===== src/rtl/ros_pkg.sv =====
package ros_pkg;

  localparam int MaxRefs   = 16;
  localparam int CoordBits = 12;
  localparam int EdgeBits  = CoordBits + 1;
  localparam int ProdBits  = 2 * EdgeBits;

  typedef logic [1:0]           mode_t;
  typedef logic [CoordBits-1:0] coord_t;
  typedef logic [EdgeBits-1:0]  edge_t;
  typedef logic [ProdBits-1:0]  prod_t;

  localparam mode_t MODE_CLEAR = 2'd0;
  localparam mode_t MODE_ADD   = 2'd1;
  localparam mode_t MODE_QUERY = 2'd2;

  typedef struct packed {
    mode_t  mode;
    coord_t rect_x;
    coord_t rect_y;
    coord_t rect_width;
    coord_t rect_height;
  } in_t;

  typedef struct packed {
    logic   keep;
    coord_t out_x;
    coord_t out_y;
    coord_t out_width;
    coord_t out_height;
    logic   ref_overflow;
  } out_t;

  typedef struct packed {
    coord_t x;
    coord_t y;
    coord_t w;
    coord_t h;
  } rect_t;

  typedef struct packed {
    logic clear;
    logic add;
    logic start;
    logic issue;
    logic load_out;
  } cmd_t;

endpackage


===== src/rtl/ros_datapath.sv =====
module ros_datapath #(
  parameter int MAX_REFS = ros_pkg::MaxRefs,
  parameter int CNT_W    = $clog2(MAX_REFS + 1),
  parameter int IDX_W    = (MAX_REFS > 1) ? $clog2(MAX_REFS) : 1
) (
  input  logic             clk,
  input  logic             rst_n,
  input  ros_pkg::in_t     in_data,
  input  ros_pkg::cmd_t    cmd,
  input  logic [IDX_W-1:0] rd_idx,
  output logic [CNT_W-1:0] count,
  output logic             pipe_busy,
  output ros_pkg::out_t    out_data
);
  import ros_pkg::*;

  rect_t            mem [MAX_REFS];
  rect_t            in_rect;
  rect_t            q_r;
  rect_t            ref_r;
  logic [CNT_W-1:0] count_r;
  logic             ovf_r;
  logic             v0_r, v1_r, v2_r;
  logic             hit_r;
  edge_t            dx_r, dy_r, bx_r, by_r;
  logic             ok1_r, ok2_r;
  prod_t            inter_r, bnd_r;
  out_t             out_r;

  edge_t  qx2, qy2, rx2, ry2, hi_x, hi_y, top_x, top_y;
  coord_t lo_x, lo_y, bot_x, bot_y;
  logic   ix_ok, iy_ok, nonempty, room;

  assign in_rect = '{x: in_data.rect_x, y: in_data.rect_y,
                     w: in_data.rect_width, h: in_data.rect_height};
  assign room    = count_r < CNT_W'(MAX_REFS);

  always_comb begin
    qx2      = EdgeBits'(q_r.x) + EdgeBits'(q_r.w);
    qy2      = EdgeBits'(q_r.y) + EdgeBits'(q_r.h);
    rx2      = EdgeBits'(ref_r.x) + EdgeBits'(ref_r.w);
    ry2      = EdgeBits'(ref_r.y) + EdgeBits'(ref_r.h);
    lo_x     = (q_r.x > ref_r.x) ? q_r.x : ref_r.x;
    lo_y     = (q_r.y > ref_r.y) ? q_r.y : ref_r.y;
    bot_x    = (q_r.x < ref_r.x) ? q_r.x : ref_r.x;
    bot_y    = (q_r.y < ref_r.y) ? q_r.y : ref_r.y;
    hi_x     = (qx2 < rx2) ? qx2 : rx2;
    hi_y     = (qy2 < ry2) ? qy2 : ry2;
    top_x    = (qx2 > rx2) ? qx2 : rx2;
    top_y    = (qy2 > ry2) ? qy2 : ry2;
    ix_ok    = hi_x > EdgeBits'(lo_x);
    iy_ok    = hi_y > EdgeBits'(lo_y);
    nonempty = (q_r.w != '0) && (q_r.h != '0) && (ref_r.w != '0) && (ref_r.h != '0);
  end

  always_ff @(posedge clk) begin
    if (cmd.add && room) begin
      mem[count_r[IDX_W-1:0]] <= in_rect;
    end
    ref_r <= mem[rd_idx];
  end

  always_ff @(posedge clk) begin
    if (!rst_n) begin
      count_r <= '0;
      ovf_r   <= 1'b0;
      v0_r    <= 1'b0;
      v1_r    <= 1'b0;
      v2_r    <= 1'b0;
      hit_r   <= 1'b0;
    end else begin
      v0_r <= cmd.issue;
      v1_r <= v0_r;
      v2_r <= v1_r;
      if (cmd.clear) begin
        count_r <= '0;
        ovf_r   <= 1'b0;
      end else if (cmd.add) begin
        if (room) begin
          count_r <= count_r + CNT_W'(1);
        end else begin
          ovf_r <= 1'b1;
        end
      end
      if (cmd.start) begin
        hit_r <= 1'b0;
      end else if (v2_r && ok2_r && (bnd_r != '0) &&
                   ({inter_r, 1'b0} > {1'b0, bnd_r})) begin
        hit_r <= 1'b1;
      end
    end
  end

  always_ff @(posedge clk) begin
    if (cmd.start) begin
      q_r <= in_rect;
    end
    if (v0_r) begin
      dx_r  <= hi_x - EdgeBits'(lo_x);
      dy_r  <= hi_y - EdgeBits'(lo_y);
      bx_r  <= top_x - EdgeBits'(bot_x);
      by_r  <= top_y - EdgeBits'(bot_y);
      ok1_r <= nonempty && ix_ok && iy_ok;
    end
    if (v1_r) begin
      inter_r <= ProdBits'(dx_r) * ProdBits'(dy_r);
      bnd_r   <= ProdBits'(bx_r) * ProdBits'(by_r);
      ok2_r   <= ok1_r;
    end
    if (cmd.load_out) begin
      out_r <= '{keep: !hit_r, out_x: q_r.x, out_y: q_r.y,
                 out_width: q_r.w, out_height: q_r.h, ref_overflow: ovf_r};
    end
  end

  assign count     = count_r;
  assign pipe_busy = v0_r | v1_r | v2_r;
  assign out_data  = out_r;

endmodule


===== src/rtl/ros_ctrl.sv =====
module ros_ctrl #(
  parameter int CNT_W = $clog2(ros_pkg::MaxRefs + 1),
  parameter int IDX_W = (ros_pkg::MaxRefs > 1) ? $clog2(ros_pkg::MaxRefs) : 1
) (
  input  logic             clk,
  input  logic             rst_n,
  input  logic             in_valid,
  output logic             in_ready,
  input  ros_pkg::mode_t   in_mode,
  output logic             out_valid,
  input  logic             out_ready,
  input  logic [CNT_W-1:0] count,
  input  logic             pipe_busy,
  output ros_pkg::cmd_t    cmd,
  output logic [IDX_W-1:0] rd_idx
);
  import ros_pkg::*;

  typedef enum logic [1:0] {IDLE, SCAN, DRAIN, EMIT} state_t;

  state_t           state_r;
  logic [CNT_W-1:0] idx_r;
  logic             out_valid_r;
  logic             in_acc;
  logic             more;

  assign in_ready     = state_r == IDLE;
  assign in_acc       = in_valid && in_ready;
  assign more         = idx_r < count;
  assign cmd.clear    = in_acc && (in_mode == MODE_CLEAR);
  assign cmd.add      = in_acc && (in_mode == MODE_ADD);
  assign cmd.start    = in_acc && (in_mode == MODE_QUERY);
  assign cmd.issue    = (state_r == SCAN) && more;
  assign cmd.load_out = (state_r == EMIT) && (!out_valid_r || out_ready);
  assign rd_idx       = idx_r[IDX_W-1:0];
  assign out_valid    = out_valid_r;

  always_ff @(posedge clk) begin
    if (!rst_n) begin
      state_r     <= IDLE;
      idx_r       <= '0;
      out_valid_r <= 1'b0;
    end else begin
      if (cmd.load_out) begin
        out_valid_r <= 1'b1;
      end else if (out_ready) begin
        out_valid_r <= 1'b0;
      end
      unique case (state_r)
        IDLE: begin
          if (cmd.start) begin
            state_r <= SCAN;
            idx_r   <= '0;
          end
        end
        SCAN: begin
          if (more) begin
            idx_r <= idx_r + CNT_W'(1);
          end else begin
            state_r <= DRAIN;
          end
        end
        DRAIN: begin
          if (!pipe_busy) begin
            state_r <= EMIT;
          end
        end
        EMIT: begin
          if (cmd.load_out) begin
            state_r <= IDLE;
          end
        end
        default: state_r <= IDLE;
      endcase
    end
  end

endmodule


===== src/rtl/rect_overlap_suppressor.sv =====
// Overlap suppressor for rectangles against a stored reference set.
// Input channel in_valid/in_ready/in_data carries one transaction per item:
//   mode clear empties the set and the overflow flag, mode add stores a
//   reference (dropped with a sticky overflow flag when full), mode query
//   tests the rectangle against every stored reference. The unused mode is
//   taken and ignored.
// Output channel out_valid/out_ready/out_data carries one transaction per
//   query: keep, the echoed rectangle and the overflow flag.
// Clear and add leave in_ready high. A query holds in_ready low from
//   acceptance until its result is loaded into the output register;
//   in_ready returns in that same cycle. The scan reads one reference per
//   cycle from the reference memory through a four-stage compare pipe
//   (read, edges, multiply, compare).
// A finished result sits in the output register; new items are accepted
//   while it waits. A further query stalls in its last step until the
//   receiver takes the previous result.
// Reset (rst_n low, synchronous) empties the set, clears the overflow flag
//   and drops any pending result. No clearing pass is needed.
module rect_overlap_suppressor #(
  parameter int MAX_REFS = ros_pkg::MaxRefs
) (
  input  logic          clk,
  input  logic          rst_n,
  input  logic          in_valid,
  output logic          in_ready,
  input  ros_pkg::in_t  in_data,
  output logic          out_valid,
  input  logic          out_ready,
  output ros_pkg::out_t out_data
);
  import ros_pkg::*;

  localparam int CNT_W = $clog2(MAX_REFS + 1);
  localparam int IDX_W = (MAX_REFS > 1) ? $clog2(MAX_REFS) : 1;

  cmd_t             cmd;
  logic [IDX_W-1:0] rd_idx;
  logic [CNT_W-1:0] count;
  logic             pipe_busy;

  ros_ctrl #(
    .CNT_W(CNT_W),
    .IDX_W(IDX_W)
  ) u_ctrl (
    .clk      (clk),
    .rst_n    (rst_n),
    .in_valid (in_valid),
    .in_ready (in_ready),
    .in_mode  (in_data.mode),
    .out_valid(out_valid),
    .out_ready(out_ready),
    .count    (count),
    .pipe_busy(pipe_busy),
    .cmd      (cmd),
    .rd_idx   (rd_idx)
  );

  ros_datapath #(
    .MAX_REFS(MAX_REFS),
    .CNT_W   (CNT_W),
    .IDX_W   (IDX_W)
  ) u_dp (
    .clk      (clk),
    .rst_n    (rst_n),
    .in_data  (in_data),
    .cmd      (cmd),
    .rd_idx   (rd_idx),
    .count    (count),
    .pipe_busy(pipe_busy),
    .out_data (out_data)
  );

endmodule


===== config.mk =====
export PLATFORM = sky130hd
export DESIGN_NAME = rect_overlap_suppressor
export DESIGN_NICKNAME = d
export VERILOG_FILES = /design/src/rtl/ros_pkg.sv /design/src/rtl/ros_datapath.sv /design/src/rtl/ros_ctrl.sv /design/src/rtl/rect_overlap_suppressor.sv
export SDC_FILE = /design/constraint.sdc
export NUM_CORES = 2
export LEC_CHECK = 0
export BUFFER_PORTS_ARGS = -buffer_cell sky130_fd_sc_hd__buf_2
export CORE_MARGIN = 1
export CORE_UTILIZATION = 40
export CTS_CLUSTER_SIZE = 24
export DETAILED_ROUTE_END_ITERATION = 12
export PLACE_DENSITY = 0.53
export REMOVE_ABC_BUFFERS = 1
export SETUP_SLACK_MARGIN = 0.3
export SYNTH_ARGS = -nofsm -noshare
export SYNTH_HDL_FRONTEND = slang
export SYNTH_SLANG_ARGS = --single-unit

===== constraint.sdc =====
create_clock -name clk -period 8.72 [get_ports clk]
set_input_delay 1.744 -clock clk [delete_from_list [all_inputs] [get_ports clk]]
set_output_delay 1.744 -clock clk [all_outputs]
set_load 0.03 [all_outputs]

==> key figures <==
Cells and area
  • Fill cells: 11900
  • Multi-input logic area: 0.0225 mm²
  • Area Growth Syn to Fin: 11.6%
  • Share of post-route cells with drive strength above 1: 16.4%
  • Net count reported at finish: 4451
  • Register area: 0.0305 mm²
  • Final Cell Area: 0.0613 mm²

Power
  • Net Sw Power: 5970 µW
  • Power per cell area: approximately 290 mW/mm²
  • Leakage: around 0.023 µW
  • Comb pwr share: 38.6%
  • Switching share of power: between 30% and 40%
  • Maximum resistive drop on vdd: 0.156 mV
  • Internal power: ~12000 µW
  • Flop pwr share: 34.6%
  • Clock power share: 26.8%
  • Pwr Total: 17500 µW

Yosys
  • Unique masters post-synth: 80
  • Avg Cell Area, Syn: 14.9 µm²
  • Post-synth EDFFs: 972
  • FF+latch count, synth: about 1000
  • Synth top area cells: edfxtp_1 53%, mux4_2 9.8%, fa_1 9.1%
  • Synth Cell Area: 0.0550 mm²
  • Synth warn: 0
  • Most used DFF post-synth: edfxtp_1
  • Cells after synthesis: 3683
  • Top cell type's share of synthesized area: 53.1%
  • Seq/Total Area, Yosys: 55.5%
  • Asr flop ratio synth: 0%
  • Post-synth top area cell: edfxtp_1

Clocking
  • CTS tree: yes
  • Resized Gates After CTS: 0
  • Hold-fix buffer count after cts: 0
  • Max Buffers Root-to-Sink: 3
  • H-tree levels: 3
  • Skew-Pair Late Insertion Delay: approximately 0.74 ns
  • CTS Root Cell: clkbuf_16
  • CTS buffer count: 108
  • Post-CTS Setup Inserts: 0
  • Clock sinks: 1038
  • CTS clk-pin slew, worst paths: 0.07 ns

Route
  • WL/cell: 24.6 µm
  • Final wirelength: 140000 µm
  • Vias per cell: about 5.3
  • DRC: 0
  • Vias: 30300
  • Initial drt markers: between 2000 and 2500
  • Detailed Routing Iterations Pass 1: 5
  • Detail Route Antenna Nets: 0

Floorplan
  • Top Ports: 106
  • Die Ht: 373 µm
  • Die area: 0.139 mm²
  • Core area: ~0.14 mm²
  • Die X: 373 µm
  • Starting Density: 40.4%
  • Cell row count: 135

Timing
  • Fin. Hold Viols: 0
  • Max-slew violation count: 0
  • Setup-failing EPs final: 0
  • Final WS setup: about 2.5 ns
  • Final critical-path share of the clock period: ~72%
  • Clock skew: 0.0510 ns
  • Worst Max-Slew Pin Slew: 1.13 ns
  • Relative slew margins: between 20% and 30%
  • RSZ-0062 raised after global routing: false
  • Fmax: ~0.16 GHz
  • Final min period: 6.25 ns

Hold path
  • Hold crit path type: reg -> reg

Placement
  • Setup WS pre-CTS: roughly 2.5 ns
  • DP HPWL: 93900 µm
  • Routability cong.: 0.864
  • Post-DP Area: 0.0577 mm²
  • PortBufs: around 110

Run status
  • Status: finished, final reports clean

Global route
  • First-pass GRT wire length: roughly 210000 µm
  • GR Overflow Total: 0
  • Initial antenna violation count: 9
  • Met3 Resource Use GR: 3.07%
  • All-Layer GR Usage: 20.4%
  • Grt met1 use: approximately 28%
  • Routing usage on met2: 33.9%
  • Number of global-route vias before repair: 31700
  • GR peak layer: met2
  • Largest net degree at the start of global routing: 99

Setup path
  • Crit path capture type: flop
  • Crit start category: flop
  • Slowest CP cell: edfxtp_1
  • CP arrival: 6.70 ns
  • Largest stage delay on the critical path: between 0.4 and 0.5 ns
  • Worst-path fanout max: 14
  • WS Path Type: reg -> reg
  • Worst path required time: between 9 and 10 ns

Job
  • MaxCap Viol Count: 0
[cells by family after synthesis]
logic type	Yosys count	share of synthesized area, %
AO/OA/AOI/OAI	364	4.60
flip-flops	1038	55.5
adder cells (fa/ha/maj)	576	16.5
AND/OR/NAND/NOR	728	6.39
XOR/XNOR	116	1.85
buffers and inverters	542	3.85
multiplexers	319	11.3
[through the flow]
| step | setup TNS, ns | instances | util [%] | hold slack [ns] |
|---|---|---|---|---|
| 2_1_floorplan | -25.84 | 3560 | - | 0.400 |
| 3_3_place_gp | 0 | 5492 | 42.4 | 0.428 |
| 3_5_place_dp | 0 | 5492 | 42.4 | 0.428 |
| 4_1_cts | 0 | 5696 | 45.1 | 0.444 |
| 5_1_grt | 0 | 5696 | 45.1 | 0.462 |
| 6_report | 0 | 5697 | 45.1 | 0.439 |
[state kept, by name, summed over array words and instances (netlist names)]
signal and count:
u_dp.out_data 50, u_dp.inter_r 26, u_dp.bnd_r 26, u_ctrl.state_r 2, u_dp.ovf_r 1, u_dp.v1_r 1
u_dp.q_r 48, u_ctrl.out_valid 1, u_ctrl.idx_r 5, u_dp.dx_r 13, u_dp.count 5, u_dp.ok1_r 1
u_dp.bx_r 13, u_dp.v0_r 1, u_dp.mem 768, u_dp.dy_r 13, u_dp.hit_r 1, u_dp.by_r 13
u_dp.ref_r 48, u_dp.v2_r 1, u_dp.ok2_r 1
[power by group through the flow]
stage | Combinational [µW] | Clock, µW | Sequential (µW)
2_1_floorplan | 5070 | 0 | 6220
4_1_cts | 6860 | 4790 | 6060
3_5_place_dp | 6810 | 0 | 6170
5_1_grt | 7600 | 4970 | 6070
6_report | 6760 | 4680 | 6060
3_3_place_gp | 6820 | 0 | 6170
[synthesized netlist by cell type (16+ instances only)]
cell type / n
a21o_1: 46
a21oi_1: 104
and2_1: 135
clkbuf_1: 86
dfxtp_1: 66
edfxtp_1: 972
fa_1: 250
ha_1: 326
inv_1: 418
mux2_2: 21
mux2i_1: 58
mux4_2: 240
nand2_1: 291
nand2b_1: 17
nand3_1: 31
nand4_1: 25
nor2_1: 103
nor2b_1: 30
nor3_1: 42
nor4_1: 21
o21a_1: 21
o21ai_0: 67
o21bai_1: 16
xnor2_1: 89
xor2_1: 27
[cell type report]
type | count | share of cell area [%]
clock buffers | 153 | 5.03
diodes | 1 | 0.00408
well taps | 1781 | 3.63
multi-input cells | 2103 | 36.6
clock inverters | 51 | 0.910
flip-flops and latches | 1038 | 49.8
repair buffers | 151 | 1.46
inverters | 419 | 2.56
[worst paths after layout]
path	slack [ns]	end	start	cells after the start
setup reg to reg	2.47	u_dp.by_r[12]	u_dp.q_r[24]	28
hold / removal	0.44	u_dp.out_data[0]	u_dp.ovf_r	0
hold reg to reg	0.44	u_dp.out_data[0]	u_dp.ovf_r	0
setup / recovery	2.47	u_dp.by_r[12]	u_dp.q_r[24]	28
[placed cells by master (no fill, tap or decap), drive strengths merged, types with 58 or more instances in the layout]
cell type  count
o21ai         75
xnor2         89
a21oi        112
fa           250
edfxtp       972
mux2i         58
buf          151
and2         135
mux4         240
clkbuf       153
inv          419
nor2         104
ha           326
nand2        291
dfxtp         66
[per-layer routing]
layer / share of wire [%] / vias up / wire length [µm]
met5: 0.060 / - / 84
met3: 4.6 / 168 / 6500
li1: - / 13700 / -
met1: 44 / 15700 / 61900
met2: 49 / 652 / 68200
met4: 2.5 / 14 / 3470
[worst max-delay path, delay by kind of cell, from the launching register on]
kind | cells | cell delay, ns
buffers and inverters | 1 | 0.06
adder cells (fa/ha/maj) | 5 | 1.62
XOR/XNOR | 2 | 0.34
AND/OR/NAND/NOR | 5 | 0.52
AO/OA/AOI/OAI | 15 | 2.96
flip-flops | 1 | 0.46
Power figures use the tool's default switching activity.
